### src/rtl/lrutc_pkg.sv
// Package for the LRU tag cache with a failed-key list.
// Holds the sequencer state type, the result status codes and the scan unit control struct.
// No dependencies.
`timescale 1ns / 1ps

package lrutc_pkg;

    // Request kinds carried on the input tuser bit
    localparam logic REQ_LOOKUP = 1'b0;
    localparam logic REQ_FLUSH  = 1'b1;

    // Result status codes
    typedef enum logic [2:0] {
        STAT_HIT        = 3'd0,
        STAT_INSERTED   = 3'd1,
        STAT_FAILED     = 3'd2,
        STAT_KNOWN_FAIL = 3'd3,
        STAT_FLUSHED    = 3'd4
    } status_t;

    // Sequencer states
    typedef enum logic [1:0] {
        ST_IDLE,
        ST_FSCAN,
        ST_ESCAN,
        ST_DECIDE
    } state_t;

    // Control from the sequencer to the shared scan unit
    typedef struct packed {
        logic clear;
        logic fail_step;
        logic ent_step;
    } unit_ctrl_t;

endpackage

### src/rtl/lru_tag_cache_with_negative_list.sv
// Lookup: the failed-key list is scanned first, then the entries; a known-failed key
// skips the entry scan and a flush goes straight to the decision step. One stored element
// is walked per cycle through the shared scan unit; the next transaction is taken the
// cycle after the result is registered, so a new request waits for the previous result.
// Reset clears all valid bits and sets size_in_use to 16; tag, scale and age memories
// are not cleared and are only read under a valid bit.
`timescale 1ns / 1ps

module lru_tag_cache_with_negative_list
    import lrutc_pkg::*;
#(
    parameter int ENTRIES      = 16,
    parameter int FAILED_DEPTH = 16,
    parameter int TAG_WIDTH    = 32,
    parameter int AGE_WIDTH    = 32
)
(
    input  logic        clk,
    input  logic        rst_n,
    // configuration: size_in_use
    input  logic        cfg_wen,
    input  logic [4:0]  cfg_wdata,
    // request stream
    input  logic        s_tvalid,
    output logic        s_tready,
    input  logic [71:0] s_tdata,   // key_tag[31:0], req_w[47:32], req_h[63:48],
                                   // load_ok[64], zero pad[71:65]
    input  logic        s_tuser,   // req_type[0]
    // result stream
    output logic        m_tvalid,
    input  logic        m_tready,
    output logic [39:0] m_tdata,   // slot[3:0], evicted[4], evicted_tag[36:5], zero pad[39:37]
    output logic [2:0]  m_tuser    // status[2:0]
);

    localparam int EW     = (ENTRIES > 1) ? $clog2(ENTRIES) : 1;
    localparam int FW     = (FAILED_DEPTH > 1) ? $clog2(FAILED_DEPTH) : 1;
    localparam int SCAN_N = (ENTRIES > FAILED_DEPTH) ? ENTRIES : FAILED_DEPTH;
    localparam int CW     = $clog2(SCAN_N + 1);
    localparam int CNT_W  = $clog2(ENTRIES + 1);
    localparam int REC_W  = TAG_WIDTH + 32;

    // Configuration register
    logic [4:0] size_reg;

    always_ff @(posedge clk or negedge rst_n)
    begin
        if (!rst_n)
            size_reg <= 5'd16;
        else if (cfg_wen)
            size_reg <= cfg_wdata;
    end

    // Sequencer state and scan counter
    state_t         state_reg, state_next;
    logic [CW-1:0]  cnt_reg, cnt_next;
    logic           rd_live_reg, rd_live_next;
    logic [CW-1:0]  rd_idx_reg, rd_idx_next;
    unit_ctrl_t     uctrl;
    logic           commit;
    logic           out_free;

    // Latched transaction
    logic                 req_reg;
    logic [TAG_WIDTH-1:0] key_reg;
    logic [15:0]          sw_reg;
    logic [15:0]          sh_reg;
    logic                 ok_reg;
    logic [TAG_WIDTH+31:0] key_ext;

    // Valid bits
    logic [ENTRIES-1:0]      ent_valid_reg;
    logic [FAILED_DEPTH-1:0] fail_valid_reg;

    // Memories and registered read data
    logic [REC_W-1:0]     rec_mem  [ENTRIES];
    logic [AGE_WIDTH-1:0] age_mem  [ENTRIES];
    logic [TAG_WIDTH-1:0] fail_mem [FAILED_DEPTH];
    logic [REC_W-1:0]     rec_rd_reg;
    logic [AGE_WIDTH-1:0] age_rd_reg;
    logic [TAG_WIDTH-1:0] fail_rd_reg;
    logic [EW-1:0]        ent_raddr;
    logic [FW-1:0]        fail_raddr;

    // Scan unit interface
    logic [TAG_WIDTH-1:0] u_tag_in;
    logic                 u_rd_valid;
    logic                 fail_hit, fail_free_found, hit_found, oldest_found, free_found;
    logic [FW-1:0]        fail_free_idx;
    logic [EW-1:0]        hit_idx, oldest_idx, free_idx;
    logic [TAG_WIDTH-1:0] oldest_tag;
    logic [CNT_W-1:0]     count;
    logic                 u_age_we;
    logic [AGE_WIDTH-1:0] u_age_next;

    // Decision
    logic [CNT_W-1:0]     limit;
    status_t              dec_status;
    logic [EW-1:0]        dec_slot;
    logic                 dec_ev;
    logic [TAG_WIDTH-1:0] dec_evtag;
    logic                 dec_ins;
    logic                 dec_fail_ins;
    logic [EW+3:0]        slot_ext;
    logic [TAG_WIDTH+31:0] evtag_ext;

    // Result register
    logic        m_tvalid_reg;
    status_t     status_reg;
    logic [3:0]  slot_reg;
    logic        ev_reg;
    logic [31:0] evtag_reg;

    assign out_free = !m_tvalid_reg || m_tready;
    assign key_ext  = {{TAG_WIDTH{1'b0}}, s_tdata[31:0]};

    // Next state
    always_comb
    begin
        state_next = state_reg;
        case (state_reg)
            ST_IDLE:
            begin
                if (s_tvalid)
                    state_next = (s_tuser == REQ_FLUSH) ? ST_DECIDE : ST_FSCAN;
            end
            ST_FSCAN:
            begin
                if (cnt_reg == CW'(FAILED_DEPTH))
                    state_next = ST_ESCAN;
            end
            ST_ESCAN:
            begin
                if (fail_hit || (cnt_reg == CW'(ENTRIES)))
                    state_next = ST_DECIDE;
            end
            ST_DECIDE:
            begin
                if (out_free)
                    state_next = ST_IDLE;
            end
            default:
                state_next = ST_IDLE;
        endcase
    end

    // Sequencer outputs
    always_comb
    begin
        s_tready     = 1'b0;
        uctrl        = '0;
        cnt_next     = '0;
        rd_live_next = 1'b0;
        rd_idx_next  = cnt_reg;
        commit       = 1'b0;
        case (state_reg)
            ST_IDLE:
            begin
                s_tready    = 1'b1;
                uctrl.clear = s_tvalid;
            end
            ST_FSCAN:
            begin
                uctrl.fail_step = rd_live_reg;
                rd_live_next    = (cnt_reg < CW'(FAILED_DEPTH));
                if (cnt_reg != CW'(FAILED_DEPTH))
                    cnt_next = cnt_reg + 1'b1;
            end
            ST_ESCAN:
            begin
                if (!fail_hit)
                begin
                    uctrl.ent_step = rd_live_reg;
                    rd_live_next   = (cnt_reg < CW'(ENTRIES));
                    if (cnt_reg != CW'(ENTRIES))
                        cnt_next = cnt_reg + 1'b1;
                end
            end
            ST_DECIDE:
            begin
                commit = out_free;
            end
            default:
            begin
                s_tready = 1'b0;
            end
        endcase
    end

    // Sequencer registers
    always_ff @(posedge clk or negedge rst_n)
    begin
        if (!rst_n)
        begin
            state_reg   <= ST_IDLE;
            cnt_reg     <= '0;
            rd_live_reg <= 1'b0;
            rd_idx_reg  <= '0;
        end
        else
        begin
            state_reg   <= state_next;
            cnt_reg     <= cnt_next;
            rd_live_reg <= rd_live_next;
            rd_idx_reg  <= rd_idx_next;
        end
    end

    // Transaction capture
    always_ff @(posedge clk)
    begin
        if (s_tvalid && s_tready)
        begin
            req_reg <= s_tuser;
            key_reg <= key_ext[TAG_WIDTH-1:0];
            sw_reg  <= s_tdata[47:32];
            sh_reg  <= s_tdata[63:48];
            ok_reg  <= s_tdata[64];
        end
    end

    // Memory read side, one address per cycle from the scan counter
    assign ent_raddr  = cnt_reg[EW-1:0];
    assign fail_raddr = cnt_reg[FW-1:0];

    always_ff @(posedge clk)
    begin
        rec_rd_reg  <= rec_mem[ent_raddr];
        age_rd_reg  <= age_mem[ent_raddr];
        fail_rd_reg <= fail_mem[fail_raddr];
    end

    // Memory write side: age write-back during the entry scan, insertion on commit
    always_ff @(posedge clk)
    begin
        if (u_age_we)
            age_mem[rd_idx_reg[EW-1:0]] <= u_age_next;
        else if (commit && dec_ins)
            age_mem[dec_slot] <= '0;
        if (commit && dec_ins)
            rec_mem[dec_slot] <= {sh_reg, sw_reg, key_reg};
        if (commit && dec_fail_ins)
            fail_mem[fail_free_idx] <= key_reg;
    end

    // Operand selection into the shared unit
    assign u_tag_in   = (state_reg == ST_FSCAN) ? fail_rd_reg : rec_rd_reg[TAG_WIDTH-1:0];
    assign u_rd_valid = (state_reg == ST_FSCAN) ? fail_valid_reg[rd_idx_reg[FW-1:0]]
                                                : ent_valid_reg[rd_idx_reg[EW-1:0]];

    lrutc_unit #(
        .ENTRIES      (ENTRIES),
        .FAILED_DEPTH (FAILED_DEPTH),
        .TAG_WIDTH    (TAG_WIDTH),
        .AGE_WIDTH    (AGE_WIDTH)
    ) u_unit (
        .clk             (clk),
        .rst_n           (rst_n),
        .ctrl            (uctrl),
        .key             (key_reg),
        .sw              (sw_reg),
        .sh              (sh_reg),
        .tag_in          (u_tag_in),
        .rd_sw           (rec_rd_reg[TAG_WIDTH+15:TAG_WIDTH]),
        .rd_sh           (rec_rd_reg[TAG_WIDTH+31:TAG_WIDTH+16]),
        .rd_age          (age_rd_reg),
        .rd_valid        (u_rd_valid),
        .rd_idx          (rd_idx_reg),
        .fail_hit        (fail_hit),
        .fail_free_found (fail_free_found),
        .fail_free_idx   (fail_free_idx),
        .hit_found       (hit_found),
        .hit_idx         (hit_idx),
        .oldest_found    (oldest_found),
        .oldest_idx      (oldest_idx),
        .oldest_tag      (oldest_tag),
        .free_found      (free_found),
        .free_idx        (free_idx),
        .count           (count),
        .age_we          (u_age_we),
        .age_next        (u_age_next)
    );

    // Effective size: zero counts as one, above ENTRIES counts as ENTRIES
    always_comb
    begin
        if (size_reg == 5'd0)
            limit = CNT_W'(1);
        else if (32'(size_reg) > 32'(ENTRIES))
            limit = CNT_W'(ENTRIES);
        else
            limit = CNT_W'(size_reg);
    end

    // Outcome of the scans
    always_comb
    begin
        dec_status   = STAT_HIT;
        dec_slot     = '0;
        dec_ev       = 1'b0;
        dec_evtag    = '0;
        dec_ins      = 1'b0;
        dec_fail_ins = 1'b0;
        if (req_reg == REQ_FLUSH)
        begin
            dec_status = STAT_FLUSHED;
        end
        else if (fail_hit)
        begin
            dec_status = STAT_KNOWN_FAIL;
        end
        else if (hit_found)
        begin
            dec_status = STAT_HIT;
            dec_slot   = hit_idx;
        end
        else if (!ok_reg)
        begin
            dec_status   = STAT_FAILED;
            dec_fail_ins = fail_free_found;
        end
        else
        begin
            dec_status = STAT_INSERTED;
            dec_ins    = 1'b1;
            dec_ev     = (count >= limit) && oldest_found;
            if (dec_ev)
            begin
                dec_slot  = oldest_idx;
                dec_evtag = oldest_tag;
            end
            else if (free_found)
            begin
                dec_slot = free_idx;
            end
        end
    end

    assign slot_ext  = {4'b0000, dec_slot};
    assign evtag_ext = {32'd0, dec_evtag};

    // Valid bits; an eviction keeps the slot valid and refills it
    always_ff @(posedge clk or negedge rst_n)
    begin
        if (!rst_n)
        begin
            ent_valid_reg  <= '0;
            fail_valid_reg <= '0;
        end
        else if (commit)
        begin
            if (req_reg == REQ_FLUSH)
            begin
                ent_valid_reg  <= '0;
                fail_valid_reg <= '0;
            end
            else
            begin
                if (dec_ins)
                    ent_valid_reg[dec_slot] <= 1'b1;
                if (dec_fail_ins)
                    fail_valid_reg[fail_free_idx] <= 1'b1;
            end
        end
    end

    // Result register
    always_ff @(posedge clk or negedge rst_n)
    begin
        if (!rst_n)
            m_tvalid_reg <= 1'b0;
        else if (commit)
            m_tvalid_reg <= 1'b1;
        else if (m_tready)
            m_tvalid_reg <= 1'b0;
    end

    always_ff @(posedge clk)
    begin
        if (commit)
        begin
            status_reg <= dec_status;
            slot_reg   <= slot_ext[3:0];
            ev_reg     <= dec_ev;
            evtag_reg  <= evtag_ext[31:0];
        end
    end

    assign m_tvalid = m_tvalid_reg;
    assign m_tuser  = status_reg;
    assign m_tdata  = {3'b000, evtag_reg, ev_reg, slot_reg};

    // A result only appears after the decision step
    a_result_from_decide: assert property (@(posedge clk) disable iff (!rst_n)
        $rose(m_tvalid) |-> $past(state_reg) == ST_DECIDE)
        else $error("result raised outside decision step");

    // Eviction is only reported with an insertion
    a_evict_only_insert: assert property (@(posedge clk) disable iff (!rst_n)
        (m_tvalid && m_tdata[4]) |-> (m_tuser == STAT_INSERTED))
        else $error("eviction reported without insertion");

    // A known-failed key never goes on to hit in the entry scan
    a_fail_excludes_hit: assert property (@(posedge clk) disable iff (!rst_n)
        fail_hit |-> !hit_found)
        else $error("failed-list hit and entry hit together");

endmodule

### src/rtl/lrutc_unit.sv
// Shared scan unit: one tag/scale comparator and one saturating age incrementer,
// stepped once per stored element, with the running trackers for hit, oldest and free slots.
// Depends on lrutc_pkg.
`timescale 1ns / 1ps

module lrutc_unit
    import lrutc_pkg::*;
#(
    parameter int ENTRIES      = 16,
    parameter int FAILED_DEPTH = 16,
    parameter int TAG_WIDTH    = 32,
    parameter int AGE_WIDTH    = 32
)
(
    input  logic                          clk,
    input  logic                          rst_n,
    input  unit_ctrl_t                    ctrl,
    input  logic [TAG_WIDTH-1:0]          key,
    input  logic [15:0]                   sw,
    input  logic [15:0]                   sh,
    input  logic [TAG_WIDTH-1:0]          tag_in,
    input  logic [15:0]                   rd_sw,
    input  logic [15:0]                   rd_sh,
    input  logic [AGE_WIDTH-1:0]          rd_age,
    input  logic                          rd_valid,
    input  logic [$clog2(((ENTRIES > FAILED_DEPTH) ? ENTRIES : FAILED_DEPTH) + 1)-1:0] rd_idx,
    output logic                          fail_hit,
    output logic                          fail_free_found,
    output logic [((FAILED_DEPTH > 1) ? $clog2(FAILED_DEPTH) : 1)-1:0] fail_free_idx,
    output logic                          hit_found,
    output logic [((ENTRIES > 1) ? $clog2(ENTRIES) : 1)-1:0] hit_idx,
    output logic                          oldest_found,
    output logic [((ENTRIES > 1) ? $clog2(ENTRIES) : 1)-1:0] oldest_idx,
    output logic [TAG_WIDTH-1:0]          oldest_tag,
    output logic                          free_found,
    output logic [((ENTRIES > 1) ? $clog2(ENTRIES) : 1)-1:0] free_idx,
    output logic [$clog2(ENTRIES + 1)-1:0] count,
    output logic                          age_we,
    output logic [AGE_WIDTH-1:0]          age_next
);

    localparam int EW    = (ENTRIES > 1) ? $clog2(ENTRIES) : 1;
    localparam int FW    = (FAILED_DEPTH > 1) ? $clog2(FAILED_DEPTH) : 1;
    localparam int CNT_W = $clog2(ENTRIES + 1);

    logic                 fail_hit_reg, fail_hit_next;
    logic                 fail_free_found_reg, fail_free_found_next;
    logic [FW-1:0]        fail_free_idx_reg, fail_free_idx_next;
    logic                 hit_found_reg, hit_found_next;
    logic [EW-1:0]        hit_idx_reg, hit_idx_next;
    logic                 oldest_found_reg, oldest_found_next;
    logic [EW-1:0]        oldest_idx_reg, oldest_idx_next;
    logic [AGE_WIDTH-1:0] oldest_age_reg, oldest_age_next;
    logic [TAG_WIDTH-1:0] oldest_tag_reg, oldest_tag_next;
    logic                 free_found_reg, free_found_next;
    logic [EW-1:0]        free_idx_reg, free_idx_next;
    logic [CNT_W-1:0]     count_reg, count_next;

    logic                 tag_eq;
    logic                 full_match;
    logic [AGE_WIDTH-1:0] aged;
    logic [EW-1:0]        e_idx;
    logic [FW-1:0]        f_idx;

    // Shared comparator and saturating incrementer
    assign tag_eq     = (tag_in == key);
    assign full_match = tag_eq && (rd_sw == sw) && (rd_sh == sh);
    assign aged       = (rd_age == {AGE_WIDTH{1'b1}}) ? rd_age : rd_age + 1'b1;
    assign e_idx      = rd_idx[EW-1:0];
    assign f_idx      = rd_idx[FW-1:0];

    // Tracker update for one element
    always_comb
    begin
        fail_hit_next        = fail_hit_reg;
        fail_free_found_next = fail_free_found_reg;
        fail_free_idx_next   = fail_free_idx_reg;
        hit_found_next       = hit_found_reg;
        hit_idx_next         = hit_idx_reg;
        oldest_found_next    = oldest_found_reg;
        oldest_idx_next      = oldest_idx_reg;
        oldest_age_next      = oldest_age_reg;
        oldest_tag_next      = oldest_tag_reg;
        free_found_next      = free_found_reg;
        free_idx_next        = free_idx_reg;
        count_next           = count_reg;
        age_we               = 1'b0;
        age_next             = aged;

        if (ctrl.clear)
        begin
            fail_hit_next        = 1'b0;
            fail_free_found_next = 1'b0;
            hit_found_next       = 1'b0;
            oldest_found_next    = 1'b0;
            free_found_next      = 1'b0;
            count_next           = '0;
        end
        else if (ctrl.fail_step)
        begin
            if (rd_valid)
            begin
                if (tag_eq)
                begin
                    fail_hit_next = 1'b1;
                end
            end
            else if (!fail_free_found_reg)
            begin
                fail_free_found_next = 1'b1;
                fail_free_idx_next   = f_idx;
            end
        end
        else if (ctrl.ent_step)
        begin
            if (rd_valid)
            begin
                count_next = count_reg + 1'b1;
                age_we     = 1'b1;
                if (!hit_found_reg && full_match)
                begin
                    hit_found_next = 1'b1;
                    hit_idx_next   = e_idx;
                    age_next       = '0;
                end
                else if (!oldest_found_reg || (aged > oldest_age_reg))
                begin
                    oldest_found_next = 1'b1;
                    oldest_idx_next   = e_idx;
                    oldest_age_next   = aged;
                    oldest_tag_next   = tag_in;
                end
            end
            else if (!free_found_reg)
            begin
                free_found_next = 1'b1;
                free_idx_next   = e_idx;
            end
        end
    end

    // Tracker registers
    always_ff @(posedge clk or negedge rst_n)
    begin
        if (!rst_n)
        begin
            fail_hit_reg        <= 1'b0;
            fail_free_found_reg <= 1'b0;
            fail_free_idx_reg   <= '0;
            hit_found_reg       <= 1'b0;
            hit_idx_reg         <= '0;
            oldest_found_reg    <= 1'b0;
            oldest_idx_reg      <= '0;
            oldest_age_reg      <= '0;
            oldest_tag_reg      <= '0;
            free_found_reg      <= 1'b0;
            free_idx_reg        <= '0;
            count_reg           <= '0;
        end
        else
        begin
            fail_hit_reg        <= fail_hit_next;
            fail_free_found_reg <= fail_free_found_next;
            fail_free_idx_reg   <= fail_free_idx_next;
            hit_found_reg       <= hit_found_next;
            hit_idx_reg         <= hit_idx_next;
            oldest_found_reg    <= oldest_found_next;
            oldest_idx_reg      <= oldest_idx_next;
            oldest_age_reg      <= oldest_age_next;
            oldest_tag_reg      <= oldest_tag_next;
            free_found_reg      <= free_found_next;
            free_idx_reg        <= free_idx_next;
            count_reg           <= count_next;
        end
    end

    assign fail_hit        = fail_hit_reg;
    assign fail_free_found = fail_free_found_reg;
    assign fail_free_idx   = fail_free_idx_reg;
    assign hit_found       = hit_found_reg;
    assign hit_idx         = hit_idx_reg;
    assign oldest_found    = oldest_found_reg;
    assign oldest_idx      = oldest_idx_reg;
    assign oldest_tag      = oldest_tag_reg;
    assign free_found      = free_found_reg;
    assign free_idx        = free_idx_reg;
    assign count           = count_reg;

endmodule
### config.mk
export PLATFORM = sky130hd
export DESIGN_NAME = lru_tag_cache_with_negative_list
export DESIGN_NICKNAME = d
export VERILOG_FILES = /design/src/rtl/lrutc_pkg.sv /design/src/rtl/lru_tag_cache_with_negative_list.sv /design/src/rtl/lrutc_unit.sv
export SDC_FILE = /design/constraint.sdc
export NUM_CORES = 2
export LEC_CHECK = 0
export ABC_CLOCK_PERIOD_IN_PS = 17700
export BUFFER_PORTS_ARGS = -buffer_cell sky130_fd_sc_hd__buf_2
export CORE_MARGIN = 4
export CORE_UTILIZATION = 25
export DETAILED_ROUTE_END_ITERATION = 10
export GPL_ROUTABILITY_DRIVEN = 0
export PLACE_DENSITY = 0.45
export SYNTH_ARGS = -nofsm -noshare
export SYNTH_HDL_FRONTEND = slang
export SYNTH_SLANG_ARGS = --single-unit
### constraint.sdc
create_clock -name clk -period 17.7 [get_ports clk]
set_input_delay 0.885 -clock clk [delete_from_list [all_inputs] [get_ports clk]]
set_output_delay 0.885 -clock clk [all_outputs]
set_load 0.02 [all_outputs]
# After elaboration in Yosys (flattened, before gate mapping)
# Memory sizes are Yosys's and may differ from the RTL's. A register that Yosys moved wholly into a read port is not among the register bits.
# Index checks and enable logic that the tools add are counted.
# W data, S select, Z words.
# word_totals
regBits,246
ram_bits,2048
out_inout_bits,45
word_cells,210
mem_count,3
# op_classes
n_addsub,3
order_cmp,9
n_eq_ne,16
mux,98
n_bitwise,10
n_reduce_logical,42
# memory_table
memory,depth,word_bits,read_ports,rd_ports_with_merged_regs,write_ports,line,rtl
rec_mem,16,64,1,1,1,lru_tag_cache_with_negative_list.sv:76,logic [REC_W-1:0] rec_mem [ENTRIES];
age_mem,16,32,1,1,1,lru_tag_cache_with_negative_list.sv:77,logic [AGE_WIDTH-1:0] age_mem [ENTRIES];
fail_mem,16,32,1,1,1,lru_tag_cache_with_negative_list.sv:78,logic [TAG_WIDTH-1:0] fail_mem [FAILED_DEPTH];
# op_table
operator,count
$mux W32,8
$mux W16,4
$mux W1,56
$mux W5,8
$add A32 B1 Y32 const B,1
$eq A16 B16 Y1,2
$eq A32 B32 Y1,1
$eq A32 B32 Y1 const B,1
$gt A32 B32 Y1,1
$or A16 B16 Y16,2
$reduce_or A32 Y1,1
$mux W4,7
$reduce_bool A2 Y1,9
$mux W2,8
$lt A4 B5 Y1 const B,3
$reduce_and A5 Y1,3
$reduce_and A4 Y1,3
$add A5 B1 Y5 const B,2
$pmux W5 S2,1
$logic_and A1 B1 Y1,9
$reduce_and A3 Y1,3
$bmux W1 S4,2
$demux W1 S4,2
$ge A4 B1 Y1 const B,2
20 further kinds,39

# Depth between registers and ports, before layout
# depth
word_depth,17
mapped_depth,18
ltp_nobuf,15

# Cells and area by module
# From an unflattened synthesis, not the netlist that was laid out.
# unflattened
hier_cells,4066
area_unflattened_um2,91950.7
# modules_own_cells
module,n_inst,cells_each,area_each_um2,seq_area_each_um2
lru_tag_cache_with_negative_list,1,3503,86151.4,68522.0
lrutc_unit,1,563,5799.3,2252.2

# Worst setup path after synthesis
# Ideal clock, no wire load.
# synth_path
kind,flip-flop to flip-flop
start,register size_reg[2]
end,memory rec_mem[14][0] (netlist name) (enable)
setup_time_ns,0.671
t_arrival_ns,8.905
t_required_ns,17.029
path_slack_ns,8.124
path_stages_with_launch,12
path_buffers,1
synth_period_minus_slack_ns,9.576
cell_sequence,dfrtp_1 nor3_1 nor2_1 nor2_1 ha_1 nor2b_1 o21ai_0 a41oi_1 clkbuf_1 mux2i_1 nand2_1 nor4b_1
# synth_via
elab_chain_cells,10
elab_cells_between_ends,11
classes_between,order compare: 2; mux: 7; reduce/logical: 2
# synth_lines
element,line,rtl
from (decl),lru_tag_cache_with_negative_list.sv:44,logic [4:0] size_reg;
from (signal assigned),lru_tag_cache_with_negative_list.sv:51,size_reg <= cfg_wdata;
$gt A5 B5 Y1,lru_tag_cache_with_negative_list.sv:289,else if (32'(size_reg) > 32'(ENTRIES))
$mux W5,lru_tag_cache_with_negative_list.sv:289,
$mux W5 *,lru_tag_cache_with_negative_list.sv:287,if (size_reg == 5'd0)
$ge A5 B5 Y1 *,lru_tag_cache_with_negative_list.sv:326,dec_ev = (count >= limit) && oldest_found;
$logic_and A1 B1 Y1 *,lru_tag_cache_with_negative_list.sv:326,
$mux W4 *,lru_tag_cache_with_negative_list.sv:327,if (dec_ev)
$mux W4 *,lru_tag_cache_with_negative_list.sv:317,else if (!ok_reg)
$mux W4 *,lru_tag_cache_with_negative_list.sv:312,else if (hit_found)
$mux W4 *,lru_tag_cache_with_negative_list.sv:308,else if (fail_hit)
$mux W4 *,lru_tag_cache_with_negative_list.sv:304,if (req_reg == REQ_FLUSH)
to (decl),lru_tag_cache_with_negative_list.sv:76,
# Mark *: on every way between the ends. The rest lies on a longest branch, timed or not.

# Worst setup path in the final report
# layout_path
start,register state_reg[1]
end,"memory age_mem[14][25], data pin"
# layout_via
elab_chain_cells,12
elab_cells_between_ends,29
classes_between,eq/ne: 4; mux: 19; reduce/logical: 6
# layout_lines
element,line,rtl
from (decl),lru_tag_cache_with_negative_list.sv:55,"state_t state_reg, state_next;"
from (signal assigned),lru_tag_cache_with_negative_list.sv:202,state_reg <= state_next;
$eq A2 B1 Y1,"lru_tag_cache_with_negative_list.sv:156, lru_tag_cache_with_negative_list.sv:247, lru_tag_cache_with_negative_list.sv:248",
$mux W32,lru_tag_cache_with_negative_list.sv:247,assign u_tag_in = (state_reg == ST_FSCAN) ? fail_rd_reg : rec_rd_reg[TAG_WIDTH-1:0];
$eq A32 B32 Y1,lrutc_unit.sv:66,assign tag_eq = (tag_in == key);
$logic_and A1 B1 Y1 (2 in series),lrutc_unit.sv:67,assign full_match = tag_eq && (rd_sw == sw) && (rd_sh == sh);
$logic_and A1 B1 Y1,lrutc_unit.sv:120,if (!hit_found_reg && full_match)
$mux W32,lrutc_unit.sv:120,
$mux W32,lrutc_unit.sv:116,if (rd_valid)
$mux W32,lrutc_unit.sv:114,else if (ctrl.ent_step)
$mux W32,lrutc_unit.sv:99,else if (ctrl.fail_step)
$mux W32,lrutc_unit.sv:90,if (ctrl.clear)
$mux W32 (no source line) *,n/a,
to (decl),lru_tag_cache_with_negative_list.sv:77,
# Marks and branches as above.

==> qor.csv <==
metric;value;unit
status;finished, final reports clean;
CP endpoint kind;register;
commonest non-fill, non-tap cell in the layout;edfxtp_1;
RR Endpoint;age_mem[14][25];
critical path class;reg -> reg;
slowest cell on the critical path;nor4_1;
fin area;0.108;mm2
number of synthesized register bits;2422;
Hold EP;key_reg[14];
clock latency on the worst-skew pair;0.85;ns
drt initial violations;3781;
P&R area growth vs syn;17.5;%
Data arrival, critical path;6.44;ns
synthesized instance count;4056;
Die ar.;0.376;mm2
Final Non-Filler Cells;9426;
num rows;222;
total setup buffers inserted after CTS;0;
startpoint class of the critical path;register;
Tcrit/Tclk final;0.339;
Synth area leaders;edfxtp_1 71%, mux4_2 16%, dfrtp_1 3.8%, dfxtp_1 2.8%, mux2i_1 0.80%;
initial core utilization;0.251;
Slew Limit Fails;0;
largest net degree at the start of global routing;134;
post-synthesis sequential area ratio;0.772;
biggest regs;rec_mem x1024, age_mem x512, fail_mem x512;
io pins;128;
post-place instance area;0.0990;mm2
clk buf depth;4;
P_sw;3.82;mW
WL/cell;26.2;um
start of the worst register-to-register path;state_reg[1];
Largest register FFs;1024;
vias;42257;
Post-Route Setup TNS;0;ns
CP cell instances;inv_1 > ha_4 > buf_4 > mux2i_1 > xnor2_1 > nor4_1 > nand4_1 > nor4_4 > a21o_1 > buf_4 > nor2b_1;
Total Routing Usage GR;0.129;
Int Power;11.1;mW
core box area;0.366;mm2
Clock power frac;0.370;
top cell type by total area after synthesis;edfxtp_1;
area share of the largest cell type after synthesis;0.706;
HPWL Detailed;129000;um
share of cells above drive strength 1;0.296;
worst rel slew slack;0.140;
WL final;247000;um
Max Cap Viol;0;
slew of the pin with the lowest slew margin;1.29;ns
crit path max fanout;32;
worst slack, placed;11.72;ns
CTS tree;yes;
DRC;0;
data required time of the worst path;18.14;ns
Min-Delay Path Depth;1;
fmax;0.167;GHz
Main synth FF type;edfxtp_1;
crit path time final;6.01;ns
largest register by flop count;rec_mem;
CTS H-tree depth;5;
port bufs;117;
initial antenna violation count;21;
Inserted Clock Buffers;268;
R2R setup slack;11.69;ns
post-placement cell count;8938;
CTS root buf;clkbuf_16;
Net Sw Frac;0.257;
commonest non-fill, non-tap cells in the layout;2154 x edfxtp_1, 650 x mux4_2, 282 x clkbuf_16, 135 x dfrtp_1;
Max stage delay on crit path;0.87;ns
Syn Area/Cell;22.6;um2
EDFF count, synth;2154;
Leak Pwr;33.4;nW
CTS clk-pin slew, worst paths;0.06;ns
worst reg2reg path depth;11;
Final Hold Viols;0;
sequential cell fraction of total power;0.472;
final setup fails;0;
VDD IR-drop max;79.0;uV
unrepaired setup endpoints after global routing;no;
fin util;0.295;
most frequent CP cell;buf_4;
Hold Path Class;in -> reg;
PwrDens;138;mW/mm2
PnR worst setup slack;11.69;ns
clock sink total;2422;
Die X;614;um
Clock Skews;0.0727;ns
Final Net Count;4521;
TritonRoute pass-1 iters;6;
Yosys warnings;0;
combinational share of power;0.158;
min-delay src;s_tdata[14];
synth unique cells;61;
first-pass GRT wire length;347000;um
Final ANT Viol Nets;0;
vias per std cell;4.48;
DIE HEIGHT;614;um
Remaining Overflow, GRT;0;
share of flip-flops with an asynchronous set or reset;0.0578;
fillers;35652;
vias in the first global route;44995;
Synth Cell Area;0.0917;mm2
[power groups by stage]
stage          Sequential, mW  Clock (mW)  Combinational (mW)
2_1_floorplan            7.09           0                1.57
4_1_cts                  7.04        5.67                2.42
5_1_grt                  7.07        5.91                2.56
3_5_place_dp             7.15           0                2.41
6_report                 7.03        5.51                2.35
3_3_place_gp             7.14           0                2.40
[stage by stage]
step / hold WS (ns) / total power, mW
CTS: 0.122 / 15.1
finish: 0.211 / 14.9
floorplan: 0.352 / 8.67
global placement: 0.467 / 9.55
detailed placement: 0.475 / 9.57
global route: 0.146 / 15.5
[worst max-delay path, delay by kind of cell (launching register included)]
kind,cells,cell delay (ns)
and+or+nand+nor,4,2.41
DFF,1,0.41
adders and majority gates,1,0.25
AOI/OAI and AO/OA,1,0.20
muxes,1,0.81
xor gates and xnor gates,1,0.20
buffers and inverters,3,1.26
[cell families after synthesis]
kind of cell | after synthesis | share of synthesized area
AO/OA/AOI/OAI | 94 | 0.00715
XOR/XNOR | 100 | 0.00956
adder cells (fa/ha/maj) | 45 | 0.00614
buffers and inverters | 274 | 0.0119
flip-flops | 2422 | 0.772
multiplexers | 775 | 0.174
other | 1 | 0.0000409
AND/OR/NAND/NOR | 345 | 0.0193
[synthesized netlist by cell type (4+ instances only)]
library cell and instances:
edfxtp_1 2154, mux4_2 650, dfrtp_1 139, dfxtp_1 128
clkbuf_1 125, nor2_1 95, inv_1 88, mux2i_1 73
xnor2_1 58, nor3_1 51, nand2_1 49, ha_1 45
xor2_1 42, buf_1 41, nor2b_1 36, mux2_1 34
nand4_1 27, nand3_1 23, nor4_1 20, o21a_1 20
mux2_2 18, a21oi_1 17, a31oi_1 13, o21ai_0 12
buf_2 11, and3_1 10, nor3b_1 8, a41oi_1 6
and2_1 6, and4_1 6, buf_4 4, buf_6 4
[layer usage]
layer	routed length (um)	vias up	global-route usage
li1	-	17588	-
met1	110000	23309	0.179
met2	118000	981	0.209
met3	11700	377	0.0212
met4	6800	2	0.0365
met5	13	-	0
[final cells by class]
cell class	count	area, um2	area share
Antenna cell	6	15.0	0.000139
Inverter	89	339	0.00315
Multi-Input combinational cell	1362	20200	0.188
Clock inverter	92	907	0.00843
Timing Repair Buffer	250	1640	0.0153
Sequential cell	2422	70800	0.657
Clock buffer	389	7760	0.0721
Tap cell	4816	6030	0.0560
[worst max path at each step]
stage,start,slack (ns),to,depth (start not counted)
floorplan,size_reg[2],8.12,rec_mem[14][0],11
global placement,state_reg[1],11.75,age_mem[14][26],11
detailed placement,state_reg[1],11.72,age_mem[13][4],11
CTS,state_reg[1],11.65,age_mem[0][14],11
global route,state_reg[1],11.45,age_mem[13][25],11
finish,state_reg[1],11.69,age_mem[14][25],11
[repair_timing]
action / in CTS / in global routing
endpoints found under the hold margin: 33 / 0
setup endpoints to repair: 0 / 0
gates resized for setup: 0 / 0
hold buffers: 1 / 0
(Power assumes the default switching activity.)
